**src/design/tbdc_pkg.sv**
```systemverilog
// ----------------------------------------------------------------------------
// tbdc_pkg
// Shared types, codes and sizes of the two barrier direction counter.
// ----------------------------------------------------------------------------
package tbdc_pkg;

   localparam int TIME_BITS  = 32;
   localparam int COUNT_BITS = 8;

   localparam int CMD_BITS   = 2;
   localparam int STAMP_BITS = 32;
   localparam int DEB_BITS   = 8;
   localparam int TMO_BITS   = 16;
   localparam int OCC_BITS   = 8;
   localparam int CS_BITS    = 2;
   localparam int EV_BITS    = 2;

   localparam int CSR_INDEX_BITS = 2;
   localparam int CSR_DATA_BITS  = 16;

   // input command codes
   localparam logic [CMD_BITS-1:0] CMD_INNER = 2'd0;
   localparam logic [CMD_BITS-1:0] CMD_OUTER = 2'd1;
   localparam logic [CMD_BITS-1:0] CMD_CLEAR = 2'd2;

   // register indexes
   localparam logic [CSR_INDEX_BITS-1:0] CSR_DEBOUNCE = 2'd0;
   localparam logic [CSR_INDEX_BITS-1:0] CSR_TIMEOUT  = 2'd1;

   localparam logic [DEB_BITS-1:0] DEBOUNCE_RESET = 8'd5;
   localparam logic [TMO_BITS-1:0] TIMEOUT_RESET  = 16'd1000;

   // crossing state codes on the result
   localparam logic [CS_BITS-1:0] CS_IDLE   = 2'd0;
   localparam logic [CS_BITS-1:0] CS_FIRST  = 2'd1;
   localparam logic [CS_BITS-1:0] CS_BOTH   = 2'd2;
   localparam logic [CS_BITS-1:0] CS_SECOND = 2'd3;

   // count event codes
   localparam logic [EV_BITS-1:0] EV_NONE = 2'd0;
   localparam logic [EV_BITS-1:0] EV_INC  = 2'd1;
   localparam logic [EV_BITS-1:0] EV_DEC  = 2'd2;

   localparam logic [COUNT_BITS-1:0] COUNT_MAX = {COUNT_BITS{1'b1}};

   localparam int WORK_DEPTH = 2;
   localparam int RSP_DEPTH  = 2;
   localparam int WORK_PTR_BITS = $clog2(WORK_DEPTH);
   localparam int RSP_PTR_BITS  = $clog2(RSP_DEPTH);

   typedef struct packed {
      logic [CMD_BITS-1:0]   cmd;
      logic [STAMP_BITS-1:0] time_ms;
   } req_type;

   typedef struct packed {
      logic                  accepted;
      logic                  timed_out;
      logic [CS_BITS-1:0]    crossing_state;
      logic                  entered_inner_first;
      logic [OCC_BITS-1:0]   occupancy;
      logic [EV_BITS-1:0]    count_event;
   } rsp_type;

   typedef enum logic [1:0] {
      OP_INNER = 2'd0,
      OP_OUTER = 2'd1,
      OP_CLEAR = 2'd2,
      OP_NOP   = 2'd3
   } op_type;

   typedef struct packed {
      op_type               op;
      logic [TIME_BITS-1:0] now;
   } work_type;

   typedef struct packed {
      logic [DEB_BITS-1:0] debounce_ms;
      logic [TMO_BITS-1:0] timeout_ms;
   } cfg_type;

   typedef enum logic [3:0] {
      TRK_IDLE   = 4'b0001,
      TRK_FIRST  = 4'b0010,
      TRK_BOTH   = 4'b0100,
      TRK_SECOND = 4'b1000
   } trk_type;

   function automatic logic [CS_BITS-1:0] trk_code(input trk_type trk);
      logic [CS_BITS-1:0] code;
      case (trk)
         TRK_FIRST:  code = CS_FIRST;
         TRK_BOTH:   code = CS_BOTH;
         TRK_SECOND: code = CS_SECOND;
         default:    code = CS_IDLE;
      endcase
      return code;
   endfunction

endpackage

```
**src/design/tbdc_front.sv**
```systemverilog
// ----------------------------------------------------------------------------
// tbdc_front
// Input stage: takes request words, decodes the command and registers it.
// ----------------------------------------------------------------------------
module tbdc_front (
   input  logic               clock,
   input  logic               reset,
   input  logic               req_push,
   output logic               req_full,
   input  tbdc_pkg::req_type  req_data,
   output logic               work_valid,
   input  logic               work_ready,
   output tbdc_pkg::work_type work_data
);
   import tbdc_pkg::*;

   logic     valid_ff, valid_in;
   work_type work_ff, work_in;
   logic     take;
   op_type   op;

   always_comb begin
      case (req_data.cmd)
         CMD_INNER: op = OP_INNER;
         CMD_OUTER: op = OP_OUTER;
         CMD_CLEAR: op = OP_CLEAR;
         default:   op = OP_NOP;
      endcase
   end

   assign req_full = valid_ff && !work_ready;
   assign take     = req_push && !req_full;
   assign valid_in = take || (valid_ff && !work_ready);

   always_comb begin
      work_in = work_ff;
      if (take) begin
         work_in.op  = op;
         work_in.now = TIME_BITS'(req_data.time_ms);
      end
   end

   always_ff @(posedge clock) begin
      if (reset) begin
         valid_ff <= 1'b0;
      end else begin
         valid_ff <= valid_in;
      end
      work_ff <= work_in;
   end

   assign work_valid = valid_ff;
   assign work_data  = work_ff;

endmodule

```
**src/design/tbdc_queue.sv**
```systemverilog
// ----------------------------------------------------------------------------
// tbdc_queue
// Short queue of decoded words between the front and back parts.
// ----------------------------------------------------------------------------
module tbdc_queue (
   input  logic               clock,
   input  logic               reset,
   input  logic               push_valid,
   output logic               push_ready,
   input  tbdc_pkg::work_type push_data,
   output logic               pop_valid,
   input  logic               pop_ready,
   output tbdc_pkg::work_type pop_data
);
   import tbdc_pkg::*;

   work_type                 slot_ff [WORK_DEPTH];
   logic [WORK_PTR_BITS-1:0] wr_ff, wr_in, rd_ff, rd_in;
   logic [WORK_PTR_BITS:0]   cnt_ff, cnt_in;
   logic                     do_push, do_pop;

   assign push_ready = cnt_ff != (WORK_PTR_BITS+1)'(WORK_DEPTH);
   assign pop_valid  = cnt_ff != '0;
   assign do_push    = push_valid && push_ready;
   assign do_pop     = pop_valid && pop_ready;
   assign pop_data   = slot_ff[rd_ff];

   always_comb begin
      wr_in  = wr_ff;
      rd_in  = rd_ff;
      cnt_in = cnt_ff;
      if (do_push) begin
         wr_in = (wr_ff == WORK_PTR_BITS'(WORK_DEPTH-1)) ? '0 : wr_ff + 1'b1;
      end
      if (do_pop) begin
         rd_in = (rd_ff == WORK_PTR_BITS'(WORK_DEPTH-1)) ? '0 : rd_ff + 1'b1;
      end
      if (do_push && !do_pop) begin
         cnt_in = cnt_ff + 1'b1;
      end else if (do_pop && !do_push) begin
         cnt_in = cnt_ff - 1'b1;
      end
   end

   always_ff @(posedge clock) begin
      if (reset) begin
         wr_ff  <= '0;
         rd_ff  <= '0;
         cnt_ff <= '0;
      end else begin
         wr_ff  <= wr_in;
         rd_ff  <= rd_in;
         cnt_ff <= cnt_in;
      end
      if (do_push) begin
         slot_ff[wr_ff] <= push_data;
      end
   end

endmodule

```
**src/design/tbdc_back.sv**
```systemverilog
// ----------------------------------------------------------------------------
// tbdc_back
// Debounce, timeout, crossing tracker and people count, with result queue.
// ----------------------------------------------------------------------------
module tbdc_back (
   input  logic               clock,
   input  logic               reset,
   input  tbdc_pkg::cfg_type  cfg,
   input  logic               work_valid,
   output logic               work_ready,
   input  tbdc_pkg::work_type work_data,
   output logic               rsp_empty,
   input  logic               rsp_pop,
   output tbdc_pkg::rsp_type  rsp_data
);
   import tbdc_pkg::*;

   trk_type               trk_ff, trk_in;
   logic                  flag_ff, flag_in;
   logic                  in_lvl_ff, in_lvl_in;
   logic                  out_lvl_ff, out_lvl_in;
   logic [TIME_BITS-1:0]  last_in_ff, last_in_in;
   logic [TIME_BITS-1:0]  last_out_ff, last_out_in;
   logic [TIME_BITS-1:0]  last_any_ff, last_any_in;
   logic [COUNT_BITS-1:0] count_ff, count_in;

   rsp_type               rq_ff [RSP_DEPTH];
   logic [RSP_PTR_BITS-1:0] wr_ff, wr_in, rd_ff, rd_in;
   logic [RSP_PTR_BITS:0]   cnt_ff, cnt_in;

   logic                  step;
   logic                  is_edge, is_inner;
   logic [TIME_BITS-1:0]  deb_gap, tmo_gap;
   logic                  deb_ok, tmo_hit;
   logic                  level, this_first;
   logic                  acc, tmo;
   logic [EV_BITS-1:0]    ev;
   rsp_type               rsp_new;
   logic                  do_pop;

   assign do_pop     = rsp_pop && !rsp_empty;
   assign work_ready = (cnt_ff != (RSP_PTR_BITS+1)'(RSP_DEPTH)) || do_pop;
   assign step       = work_valid && work_ready;

   assign is_inner = work_data.op == OP_INNER;
   assign is_edge  = is_inner || (work_data.op == OP_OUTER);
   // gaps wrap modulo the time width
   assign deb_gap  = work_data.now - (is_inner ? last_in_ff : last_out_ff);
   assign tmo_gap  = work_data.now - last_any_ff;
   assign deb_ok   = deb_gap > TIME_BITS'(cfg.debounce_ms);
   assign tmo_hit  = tmo_gap > TIME_BITS'(cfg.timeout_ms);

   always_comb begin
      trk_in      = trk_ff;
      flag_in     = flag_ff;
      in_lvl_in   = in_lvl_ff;
      out_lvl_in  = out_lvl_ff;
      last_in_in  = last_in_ff;
      last_out_in = last_out_ff;
      last_any_in = last_any_ff;
      count_in    = count_ff;
      acc         = 1'b0;
      tmo         = 1'b0;
      ev          = EV_NONE;
      level       = 1'b0;
      this_first  = 1'b0;
      if (is_edge && deb_ok) begin
         acc = 1'b1;
         if (tmo_hit) begin
            tmo        = 1'b1;
            trk_in     = TRK_IDLE;
            in_lvl_in  = 1'b0;
            out_lvl_in = 1'b0;
         end
         if (is_inner) begin
            in_lvl_in  = !in_lvl_in;
            level      = in_lvl_in;
            last_in_in = work_data.now;
         end else begin
            out_lvl_in  = !out_lvl_in;
            level       = out_lvl_in;
            last_out_in = work_data.now;
         end
         last_any_in = work_data.now;
         this_first  = flag_ff == is_inner;
         if (level) begin
            case (trk_in)
               TRK_IDLE: begin
                  trk_in  = TRK_FIRST;
                  flag_in = is_inner;
               end
               TRK_FIRST: begin
                  if (!this_first) trk_in = TRK_BOTH;
               end
               TRK_SECOND: begin
                  if (this_first) trk_in = TRK_BOTH;
               end
               default: ;
            endcase
         end else begin
            case (trk_in)
               TRK_BOTH: begin
                  trk_in = this_first ? TRK_SECOND : TRK_FIRST;
               end
               TRK_SECOND: begin
                  if (!this_first) begin
                     trk_in = TRK_IDLE;
                     if (is_inner) begin
                        if (count_ff != COUNT_MAX) count_in = count_ff + 1'b1;
                        ev = EV_INC;
                     end else begin
                        if (count_ff != '0) count_in = count_ff - 1'b1;
                        ev = EV_DEC;
                     end
                  end
               end
               TRK_FIRST: begin
                  if (this_first) trk_in = TRK_IDLE;
               end
               default: ;
            endcase
         end
      end else if (work_data.op == OP_CLEAR) begin
         count_in = '0;
      end
   end

   always_comb begin
      rsp_new.accepted            = acc;
      rsp_new.timed_out           = tmo;
      rsp_new.crossing_state      = trk_code(trk_in);
      rsp_new.entered_inner_first = flag_in;
      rsp_new.occupancy           = OCC_BITS'(count_in);
      rsp_new.count_event         = ev;
   end

   // result queue
   assign rsp_empty = cnt_ff == '0;
   assign rsp_data  = rq_ff[rd_ff];

   always_comb begin
      wr_in  = wr_ff;
      rd_in  = rd_ff;
      cnt_in = cnt_ff;
      if (step) begin
         wr_in = (wr_ff == RSP_PTR_BITS'(RSP_DEPTH-1)) ? '0 : wr_ff + 1'b1;
      end
      if (do_pop) begin
         rd_in = (rd_ff == RSP_PTR_BITS'(RSP_DEPTH-1)) ? '0 : rd_ff + 1'b1;
      end
      if (step && !do_pop) begin
         cnt_in = cnt_ff + 1'b1;
      end else if (do_pop && !step) begin
         cnt_in = cnt_ff - 1'b1;
      end
   end

   always_ff @(posedge clock) begin
      if (reset) begin
         trk_ff      <= TRK_IDLE;
         flag_ff     <= 1'b1;
         in_lvl_ff   <= 1'b0;
         out_lvl_ff  <= 1'b0;
         last_in_ff  <= '0;
         last_out_ff <= '0;
         last_any_ff <= '0;
         count_ff    <= '0;
         wr_ff       <= '0;
         rd_ff       <= '0;
         cnt_ff      <= '0;
      end else begin
         if (step) begin
            trk_ff      <= trk_in;
            flag_ff     <= flag_in;
            in_lvl_ff   <= in_lvl_in;
            out_lvl_ff  <= out_lvl_in;
            last_in_ff  <= last_in_in;
            last_out_ff <= last_out_in;
            last_any_ff <= last_any_in;
            count_ff    <= count_in;
         end
         wr_ff  <= wr_in;
         rd_ff  <= rd_in;
         cnt_ff <= cnt_in;
      end
      if (step) begin
         rq_ff[wr_ff] <= rsp_new;
      end
   end

endmodule

```
**src/design/two_barrier_direction_counter.sv**
```systemverilog
// ----------------------------------------------------------------------------
// two_barrier_direction_counter
// Bidirectional people counter driven by inner and outer light barrier edges.
// ----------------------------------------------------------------------------
// Requests: a word (command, ms timestamp) is taken when req_push is high and
// req_full is low. Commands are inner edge, outer edge and clear count.
// Results: one word per request, in order, on rsp_data while rsp_empty is low;
// rsp_pop takes it.
// Registers: csr_index 0 is the debounce time, 1 the tracker timeout; csr_ready
// is always high. Write them only while no request is in flight.
// Path: a request passes the input register and the work queue, then the tracker
// step writes its result into the result queue, whose entry drives rsp_data.
// Throughput: one request per cycle while results are popped; the tracker and
// count update in a single step per word, so the loop through that state sets the rate.
// Reset: tracker idle, both levels low, inner-first flag set, stored times and
// count zero, debounce 5 ms, timeout 1000 ms, both queues empty.
// Stall: while rsp_pop is low the two-entry result queue fills, the tracker
// stops, the work queue fills and req_full rises; nothing is lost.
// ----------------------------------------------------------------------------
module two_barrier_direction_counter (
   input  logic                                  clock,
   input  logic                                  reset,
   input  logic                                  req_push,
   output logic                                  req_full,
   input  tbdc_pkg::req_type                     req_data,
   output logic                                  rsp_empty,
   input  logic                                  rsp_pop,
   output tbdc_pkg::rsp_type                     rsp_data,
   input  logic                                  csr_valid,
   output logic                                  csr_ready,
   input  logic [tbdc_pkg::CSR_INDEX_BITS-1:0]   csr_index,
   input  logic [tbdc_pkg::CSR_DATA_BITS-1:0]    csr_data
);
   import tbdc_pkg::*;

   cfg_type  cfg_ff, cfg_in;
   logic     fq_valid, fq_ready, qb_valid, qb_ready;
   work_type fq_data, qb_data;

   assign csr_ready = 1'b1;

   always_comb begin
      cfg_in = cfg_ff;
      if (csr_valid) begin
         case (csr_index)
            CSR_DEBOUNCE: cfg_in.debounce_ms = DEB_BITS'(csr_data);
            CSR_TIMEOUT:  cfg_in.timeout_ms  = TMO_BITS'(csr_data);
            default: ;
         endcase
      end
   end

   always_ff @(posedge clock) begin
      if (reset) begin
         cfg_ff.debounce_ms <= DEBOUNCE_RESET;
         cfg_ff.timeout_ms  <= TIMEOUT_RESET;
      end else begin
         cfg_ff <= cfg_in;
      end
   end

   tbdc_front u_front (
      .clock      (clock),
      .reset      (reset),
      .req_push   (req_push),
      .req_full   (req_full),
      .req_data   (req_data),
      .work_valid (fq_valid),
      .work_ready (fq_ready),
      .work_data  (fq_data)
   );

   tbdc_queue u_queue (
      .clock      (clock),
      .reset      (reset),
      .push_valid (fq_valid),
      .push_ready (fq_ready),
      .push_data  (fq_data),
      .pop_valid  (qb_valid),
      .pop_ready  (qb_ready),
      .pop_data   (qb_data)
   );

   tbdc_back u_back (
      .clock      (clock),
      .reset      (reset),
      .cfg        (cfg_ff),
      .work_valid (qb_valid),
      .work_ready (qb_ready),
      .work_data  (qb_data),
      .rsp_empty  (rsp_empty),
      .rsp_pop    (rsp_pop),
      .rsp_data   (rsp_data)
   );

endmodule
```
**config.mk**
```make
export PLATFORM = sky130hd
export DESIGN_NAME = two_barrier_direction_counter
export DESIGN_NICKNAME = d
export VERILOG_FILES = /design/src/design/tbdc_pkg.sv /design/src/design/tbdc_front.sv /design/src/design/tbdc_queue.sv /design/src/design/tbdc_back.sv /design/src/design/two_barrier_direction_counter.sv
export SDC_FILE = /design/constraint.sdc
export NUM_CORES = 1
export LEC_CHECK = 0
export BUFFER_PORTS_ARGS = -buffer_cell sky130_fd_sc_hd__buf_4
export CORE_MARGIN = 2
export CORE_UTILIZATION = 56
export DETAILED_ROUTE_END_ITERATION = 10
export GPL_ROUTABILITY_DRIVEN = 1
export PLACE_DENSITY = 0.87
export SETUP_SLACK_MARGIN = 0.15
export SLEW_MARGIN = 30
export SYNTH_ARGS = -nofsm -noshare
export SYNTH_HDL_FRONTEND = slang
export SYNTH_SLANG_ARGS = --single-unit
```
**constraint.sdc**
```tcl
create_clock -name clock -period 6.27 [get_ports clock]
set_input_delay 0.3135 -clock clock [delete_from_list [all_inputs] [get_ports clock]]
set_output_delay 0.3135 -clock clock [all_outputs]
set_load 0.005 [all_outputs]
```
# Word level (Yosys, flattened, before mapping)
# Memories as Yosys holds them, arrays and structs flattened. A register that Yosys moved wholly into a read port is not among the register bits.
# Cells that the tools add are included.
op_classes:
  addsub: 12
  n_lt_le_gt_ge: 2
  eq_ne: 16
  muxes: 57
  bitwise: 1
  n_reduce_logical: 34
ops:
  columns: ["op", "count"]
  rows:
  - ["$mux 8", 8]
  - ["$sub 32x32->32", 2]
  - ["$mux 4", 9]
  - ["$gt 32x16->1", 1]
  - ["$gt 32x8->1", 1]
  - ["$mux 32", 1]
  - ["$mux 1", 26]
  - ["$pmux 4 s3", 2]
  - ["$mux 2", 9]
  - ["$pmux 2 s3", 2]
  - ["$logic_and 1x1->1", 10]
  - ["$add 8x1->8 const B", 1]
  - ["$eq 4x2->1 const B", 2]
  - ["$eq 4x3->1 const B", 2]
  - ["$eq 4x4->1 const B", 2]
  - ["$logic_not 1->1", 8]
  - ["$logic_not 2->1", 4]
  - ["$ne 8x8->1 const B", 1]
  - ["$reduce_bool 8->1", 1]
  - ["$sub 8x1->8 const B", 1]
  - ["$eq 2x1->1 const B", 3]
  - ["$reduce_and 2->1", 3]
  - ["$reduce_and 3->1", 2]
  - ["$reduce_bool 2->1", 3]
  - ["9 further kinds", 18]
word_totals:
  reg_bits: 178
  ramBits: 98
  input_bits: 57
  output_inout_bits: 18
  elab_cells: 143
  mem_count: 2
mem_list:
  columns: ["name", "words", "width", "rd", "rd_clocked_by_memory_dff", "wr", "line_no", "text"]
  rows:
  - ["u_queue.slot_ff", 2, 34, 1, 1, 1, "tbdc_queue.sv:17", "work_type slot_ff [WORK_DEPTH];"]
  - ["u_back.rq_ff", 2, 15, 1, 1, 1, "tbdc_back.sv:27", "rsp_type rq_ff [RSP_DEPTH];"]

# Depth between registers and ports, before layout
# Gate-level depths: netlist (run 1).
logic_depth:
  depth_word: 13
  mapped_depth: 28
  ltp_nobuf: 25

# Cells and area by module
# A second synthesis (run 1) with hierarchy kept.
hier_totals:
  cells_unflattened: 1783
  hier_area_um2: 16211.8
by_module_without_submodules:
  columns: ["module", "n_inst", "cells_per_inst", "area_per_inst_um2", "seq_area_each_um2"]
  rows:
  - ["tbdc_back", 1, 1507, 11404.7, 3223.1]
  - ["tbdc_queue", 1, 130, 2675.1, 2142.1]
  - ["tbdc_front", 1, 40, 1078.5, 1041.0]
  - ["two_barrier_direction_counter", 1, 106, 1053.5, 480.5]

# Least setup slack after synthesis (run 1)
# OpenSTA, ideal clock, no wires.
synth_path:
  kind: "register to register"
  from: "reg with a tool-made name"
  to: "mem u_back.rq_ff[0][4] in the netlist's numbering, data pin"
  setup_ns: 0.273
  arrival_ns: 5.606
  t_required_ns: 5.997
  path_slack_ns: 0.390
  path_stages_with_launch: 28
  path_buffers: 5
  period_less_slack_ns: 5.880
  cell_sequence: "dfxtp_1 buf_2 mux2i_1 nand2_1 clkbuf_1 clkbuf_1 mux2i_1 ha_1 nor2b_1 o2111ai_1 nand2_1 a21o_1 a21oi_1 xnor2_1 ha_1 nand4_1 nor2b_1 a21boi_0 nor4b_1 nand4_1 nor4b_1 nand4_1 nor4_4 nand4bb_1 buf_4 buf_6 mux2i_1 nor2_1"
synth_rtl:
  columns: ["item", "line_no"]
  rows:
  - ["end: declaration", "tbdc_back.sv:27"]

==> results of run 1 <==
==> kinds of logic (layout without fill, tap and decap cells) <==
family,after synthesis,after routing,share of synthesized area
AO/OA/AOI/OAI,472,472,0.197
XOR/XNOR,45,45,0.0246
adder cells (fa/ha/maj),97,97,0.0767
buffers and inverters,207,313,0.0512
flip-flops,278,278,0.430
multiplexers,95,95,0.0609
other,1,1,0.000234
AND/OR/NAND/NOR,523,523,0.160
==> metal layers <==
metal,GRT usage,vias to the layer above
met3,0.0350,125
met1,0.342,6484
met4,0.111,0
met5,0,-
met2,0.474,497
li1,-,6475
==> report_power, final <==
| group | total [mW] | switching [mW] | internal, mW | leakage, nW |
|---|---|---|---|---|
| clock network | 1.59 | 0.702 | 0.883 | 0.423 |
| logic | 5.08 | 3.08 | 2.00 | 4.00 |
| registers | 2.43 | 0.182 | 2.25 | 2.43 |
| total | 9.09 | 3.96 | 5.13 | 6.86 |
==> critical path, cell delays in order (launching register included) <==
cell and delay, ps:
dfxtp_2 390, buf_6 260, mux2i_2 340, inv_1 120, ha_1 370, o211ai_1 240
a21oi_2 90, o21a_1 210, nor2_1 170, nor2_1 70, nor2_1 160, o21ai_0 130
xor2_1 180, ha_1 320, a21oi_1 160, o21ai_0 150, o31ai_2 300, nand4_1 110
or4_1 510, and4bb_1 290, nand4_1 90, or2_1 310, nor4_2 370, and4_1 260
==> cell type report <==
| cell class | instances | area share |
|---|---|---|
| clock buffer | 39 | 0.0431 |
| inverter | 115 | 0.0235 |
| tap | 378 | 0.0257 |
| clock inverter | 13 | 0.00408 |
| timing repair buffer | 146 | 0.0725 |
| multi-input combinational | 1233 | 0.457 |
| sequential | 278 | 0.374 |
==> synth_stat cells (27+ instances only) <==
| library cell | instances | area share |
|---|---|---|
| nor2_1 | 195 | 0.046 |
| nor3_1 | 27 | 0.0084 |
| o21ai_0 | 66 | 0.021 |
| nand3_1 | 28 | 0.0087 |
| nand2_1 | 114 | 0.027 |
| inv_1 | 114 | 0.027 |
| ha_1 | 95 | 0.074 |
| clkbuf_1 | 71 | 0.017 |
| dfxtp_1 | 146 | 0.18 |
| nand4_1 | 30 | 0.012 |
| a21oi_1 | 121 | 0.038 |
| edfxtp_1 | 132 | 0.25 |
| a211oi_1 | 114 | 0.053 |
| mux2i_1 | 76 | 0.047 |
==> worst max-delay path by stage <==
| stage | from | to | slack [ps] | depth (start not counted) |
|---|---|---|---|---|
| floorplan | flop | u_back.rq_ff[0][4]$_DFFE_PP_ | 390 | 27 |
| global placement | flop | u_back.rq_ff[0][0]$_DFFE_PP_ | 280 | 21 |
| detailed placement | flop | u_back.rq_ff[1][0]$_DFFE_PP_ | 200 | 23 |
| CTS | flop | u_back.rq_ff[1][0]$_DFFE_PP_ | 150 | 23 |
| global route | flop | u_back.rq_ff[0][0]$_DFFE_PP_ | 70 | 23 |
| finish | flop | u_back.rq_ff[1][0]$_DFFE_PP_ | 510 | 23 |
==> registers in the layout (all words and copies together) (netlist names), 2 cells and up, named ones only <==
| signal | flops |
|---|---|
| u_front.work_data | 34 |
| u_back.cnt_ff | 2 |
| u_back.last_in_ff | 32 |
| u_queue.cnt_ff | 2 |
| u_back.rq_ff | 30 |
| u_back.trk_ff | 4 |
| cfg_ff | 24 |
| u_back.last_any_ff | 32 |
| u_back.last_out_ff | 32 |
| u_queue.slot_ff | 68 |
| u_back.count_ff | 8 |
==> per-stage QoR <==
| step | instance area, um^2 | worst slack, ps | instances | util |
|---|---|---|---|---|
| 2_1_floorplan | 16000 | 390 | 1718 | - |
| 3_3_place_gp | 17000 | 281 | 2108 | 0.607 |
| 3_5_place_dp | 17100 | 201 | 2110 | 0.609 |
| 4_1_cts | 18300 | 153 | 2202 | 0.655 |
| 5_1_grt | 18400 | 67.7 | 2202 | 0.657 |
| 6_report | 18400 | 509 | 2202 | 0.657 |
==> repair_timing <==
action	in CTS	in global routing
gates resized for setup	1	20
hold buffers	40	0
pin swaps	0	0
endpoints found under the hold margin	40	0
endpoints found under the setup margin	2	42
==> qor.txt, run 1 <==
status = complete, no violations
clock latency on the worst-skew pair = 550 ps
clk root buf = clkbuf_16
DR vias/cell = 6.17
reg-to-reg endpoint = u_back.rq_ff[1][0]$_DFFE_PP_
type of the worst min-delay path = input pin to flop
number of post-CTS setup repair buffers = 0
worst-path fanout max = 15
M1 wire length = 17300 um
number of top-level pins = 75
Wirelength per Cell = 19.0 um
f_max = 174 MHz
ratio of total power to cell area = 494 nW/um^2
static leakage power = 6.86 nW
worst hold path endpoint = cfg_ff[22]$_SDFFE_PP0P_
GR Util All Layers = 0.272
r2r worst-path depth = 23
DP HPWL = 30200 um
Gate Count Post-Synth = 1718
share of layout cells above drive strength 1 = 0.115
Multi-input gate area = 8410 um^2
clock-pin slew on the worst setup and hold paths = 60 ps
antenna viol nets, final = 0
Final setup viols = 0
register area = 6890 um^2
Synth Register Bits = 278
clock buffer depth = 3
Layout Skew = 8.68 ps
most frequent cells in the layout = nor2_1, dfxtp_1, edfxtp_1
Worst Hold Margin = 14.1 ps
DRT Pass-1 Iters = 6
Pwr Total = 9.09 mW
Final Cycle Share = 0.919
DR top layer = met4
Final Hold Vio Count = 0
Setup TNS = 0 ps
fillers = 2159
Syn Nets = 1872
VDD IR max = 0.000315 V
reg-to-reg slack, setup = 510 ps
CP Class = flop to flop
Die Y = 173 um
Primary FF master, synth = dfxtp_1
worst-margin pin slew = 940 ps
Post-route DRC = 0
std cell rows = 61
port bufs = 73
Final nets = 1956
met3 WL = 2470 um
Initial DRC Count = 959
asr flop ratio synth = 0
Max Cap Viol = 0
Layout area overhead = 14.9%
synth warn = 0
CP arrival = 6160 ps
CTS H-tree lvls = 1
Num CTS Buffers = 28
first-pass GRT wire length = 67300 um
gpl congestion = 1.02
grt ovf = 0
CTS Sinks = 278
met2 WL = 20200 um
WHS Path Cells = 3
initial antenna violation count = 0
diodes inserted = 0
DR vias = 13600
Worst Path Required = 6670 ps
hold path start = csr_data[6]
slew margin rel. = 0.373
crit path time final = 5760 ps
Initial Utilization = 0.572
drt total wl = 41800 um
Startpoint Class = flop
Cell variety after synth = 84
core area = 28000 um^2
Slew Limit Fails = 0
DIE AREA = 30000 um^2
CP Capture Type = flop
EDFF count, synth = 132
largest net degree at the start of global routing = 79
synthesized area = 16000 um^2
sequential-to-total area share from yosys stat = 0.430
commonest non-fill, non-tap cell in the layout = nor2_1
CTS tree = built
Avg Cell Area, Syn = 9.32 um^2
die width = 173 um
RSZ-0062 raised after global routing = true
vias in the first global route = 13100
No activity file was read; power rests on OpenSTA's default activity.
==> run 2: changes to the inputs <==
--- a/config.mk
+++ b/config.mk
@@ -6,6 +6,7 @@
 export NUM_CORES = 1
 export LEC_CHECK = 0
 export BUFFER_PORTS_ARGS = -buffer_cell sky130_fd_sc_hd__buf_4
+export CORE_ASPECT_RATIO = 1.2
 export CORE_MARGIN = 2
 export CORE_UTILIZATION = 56
 export DETAILED_ROUTE_END_ITERATION = 10
==> qor.txt, run 2 (same netlist as run 1, synthesis figures left out) <==
Layout area overhead = 17.4% (was 14.9%)
status = complete, no violations (unchanged)
Num CTS Buffers = 28 (unchanged)
DRT Pass-1 Iters = 6 (unchanged)
f_max = 174 MHz (about the same)
VDD IR max = 0.000427 V (was 0.000315 V)
largest net degree at the start of global routing = 70 (was 79)
Setup TNS = 0 ps (unchanged)
worst-path fanout max = 17 (was 15)
max reg flops = 68 (unchanged)
CP arrival = 6170 ps (was 6160 ps)
share of layout cells above drive strength 1 = 0.128 (was 0.115)
CTS H-tree lvls = 1 (unchanged)
Final setup viols = 0 (unchanged)
Layout Skew = 12.0 ps (was 8.68 ps)
Max Cap Viol = 0 (unchanged)
crit path time final = 5740 ps (was 5760 ps)
DP Area = 17200 um^2 (was 17100 um^2)
DP HPWL = 30400 um (was 30200 um)
Die Y = 189 um (was 173 um)
RSZ-0062 raised after global routing = false (was true)
CP peak stage delay = 460 ps (was 510 ps)
port bufs = 73 (unchanged)
CP Class = flop to flop (unchanged)
number of top-level pins = 75 (unchanged)
slew margin rel. = 0.424 (was 0.373)
std cell rows = 67 (was 61)
DR vias = 13500 (was 13600)
Final Cell Area = 18800 um^2 (was 18400 um^2)
GR Util All Layers = 0.276 (was 0.272)
fillers = 2172 (was 2159)
clk root buf = clkbuf_16 (unchanged)
clock-pin slew on the worst setup and hold paths = 60 ps (about the same)
grt ovf = 0 (unchanged)
Layout Utilization = 0.672 (was 0.657)
Largest Register = u_queue.slot_ff (unchanged)
DR vias/cell = 6.06 (was 6.17)
drt total wl = 42100 um (was 41800 um)
commonest non-fill, non-tap cell in the layout = nor2_1 (unchanged)
Final nets = 1986 (was 1956)
clock latency on the worst-skew pair = 570 ps (was 550 ps)
ratio of total power to cell area = 496 nW/um^2 (was 494 nW/um^2)
Post-route DRC = 0 (unchanged)
Worst Path Required = 6690 ps (was 6670 ps)
Slew Limit Fails = 0 (unchanged)
Wirelength per Cell = 18.8 um (was 19.0 um)
worst-margin pin slew = 865 ps (was 940 ps)
CTS tree = built (unchanged)
number of post-CTS setup repair buffers = 0 (unchanged)
core area = 28000 um^2 (about the same)
vias in the first global route = 13200 (was 13100)
diodes inserted = 0 (unchanged)
DIE AREA = 30000 um^2 (about the same)
CP cell instances = buf_12 > mux2i_1 > ha_1 > fa_1 > nand2b_1 > a21oi_1 > nor2_1 > o21ai_0 > nand3_1 > nand2_1 > xor2_1 > ha_1 > a21oi_1 > nand2_1 > a221oi_1 > or3_1 > nand2b_1 > or4_1 > and4bb_1 > nand4_1 > or2_1 > nor4_4 > and4_1 (was buf_6 > mux2i_2 > inv_1 > ha_1 > o211ai_1 > a21oi_2 > o21a_1 > nor2_1 > nor2_1 > nor2_1 > o21ai_0 > xor2_1 > ha_1 > a21oi_1 > o21ai_0 > o31ai_2 > nand4_1 > or4_1 > and4bb_1 > nand4_1 > or2_1 > nor4_2 > and4_1)
type of the worst min-delay path = input pin to flop (unchanged)
gpl congestion = 0.994 (was 1.02)
die width = 158 um (was 173 um)
CP Capture Type = flop (unchanged)
Final Cycle Share = 0.916 (was 0.919)
antenna viol nets, final = 0 (unchanged)
Startpoint Class = flop (unchanged)
first-pass GRT wire length = 66700 um (was 67300 um)
static leakage power = 7.05 nW (was 6.86 nW)
critical path's slowest cell = or4_1 (unchanged)
Initial Utilization = 0.572 (about the same)
clock buffer depth = 3 (unchanged)
initial antenna violation count = 0 (unchanged)
most frequent cells in the layout = nor2_1, dfxtp_1, edfxtp_1 (unchanged)
CTS Sinks = 278 (unchanged)
Final Hold Vio Count = 0 (unchanged)
Initial DRC Count = 1051 (was 959)
-- run 2: cell count changes in the layout (fill, tap and decap cells not counted), sizes merged --
| cell | delta |
|---|---|
| buf | +21 |
| dlygate4sd3 | +8 |
| clkbuf | -6 |
| bufinv | +3 |
| clkinv | +3 |
| inv | +1 |
-- run 2: worst paths after layout --
kind / start / to / slack [ps] / cells after the start
hold / removal: csr_data[9] / cfg_ff[9]$_SDFFE_PP1P_ / 10 / 3
hold reg to reg: u_front.work_data[15]$_DFFE_PP_ / u_queue.slot_ff[0][15]$_DFFE_PP_ / 440 / 0
setup reg to reg: flop / u_back.rq_ff[1][1]$_DFFE_PP_ / 530 / 23
setup / recovery: flop / u_back.rq_ff[1][1]$_DFFE_PP_ / 530 / 23
-- run 2: timing repair --
item / 4_1_cts / 5_1_grt
endpoints found under the hold margin: 55 / 0
hold buffers: 48 / 0
gates resized for setup: 1 / 27
endpoints found under the setup margin: 2 / 139
pin swaps: 0 / 1
gates cloned: 0 / 1
-- run 2: area by class of cell --
type	count	area, um^2	share of cell area
Inverter	115	432	0.0230
Tap cell	379	474	0.0252
Sequential cell	278	6890	0.366
Clock buffer	32	726	0.0386
Clock inverter	20	220	0.0117
Timing Repair Buffer	176	1600	0.0852
Multi-Input combinational cell	1233	8460	0.450
-- run 2: metal layers --
metal  share of wire  global-route usage  wire length (um)
met2            0.51               0.503             21600
met1            0.40               0.334             17000
met5               0                   0                 0
met4           0.035              0.0998              1460
met3           0.048              0.0295              2030
-- run 2: power by group --
part	internal [mW]	switching [mW]	total [mW]
clock	0.968	0.740	1.71
combinational	2.07	3.11	5.18
sequential	2.25	0.186	2.43
total	5.29	4.03	9.32
-- run 2: per-stage QoR --
| step | instances | setup slack (ps) | power, mW | hold WS [ps] |
|---|---|---|---|---|
| 2_1_floorplan | 1718 | 390 | 5.99 | 412 |
| 3_3_place_gp | 2130 | 295 | 7.26 | 422 |
| 3_5_place_dp | 2132 | 172 | 7.40 | 429 |
| 4_1_cts | 2232 | 221 | 9.16 | 5.73 |
| 5_1_grt | 2233 | 121 | 9.96 | 15.0 |
| 6_report | 2233 | 525 | 9.32 | 13.1 |
-- run 2: critical path: cells and delay by family (launching register included) --
family                     cells  cell delay, ps
AOI/OAI and AO/OA              4            1010
DFF                            1             450
buffers and inverters          1             230
xor gates and xnor gates       1             230
and+or+nand+nor               13            2510
muxes                          1             190
adders and majority gates      3             970
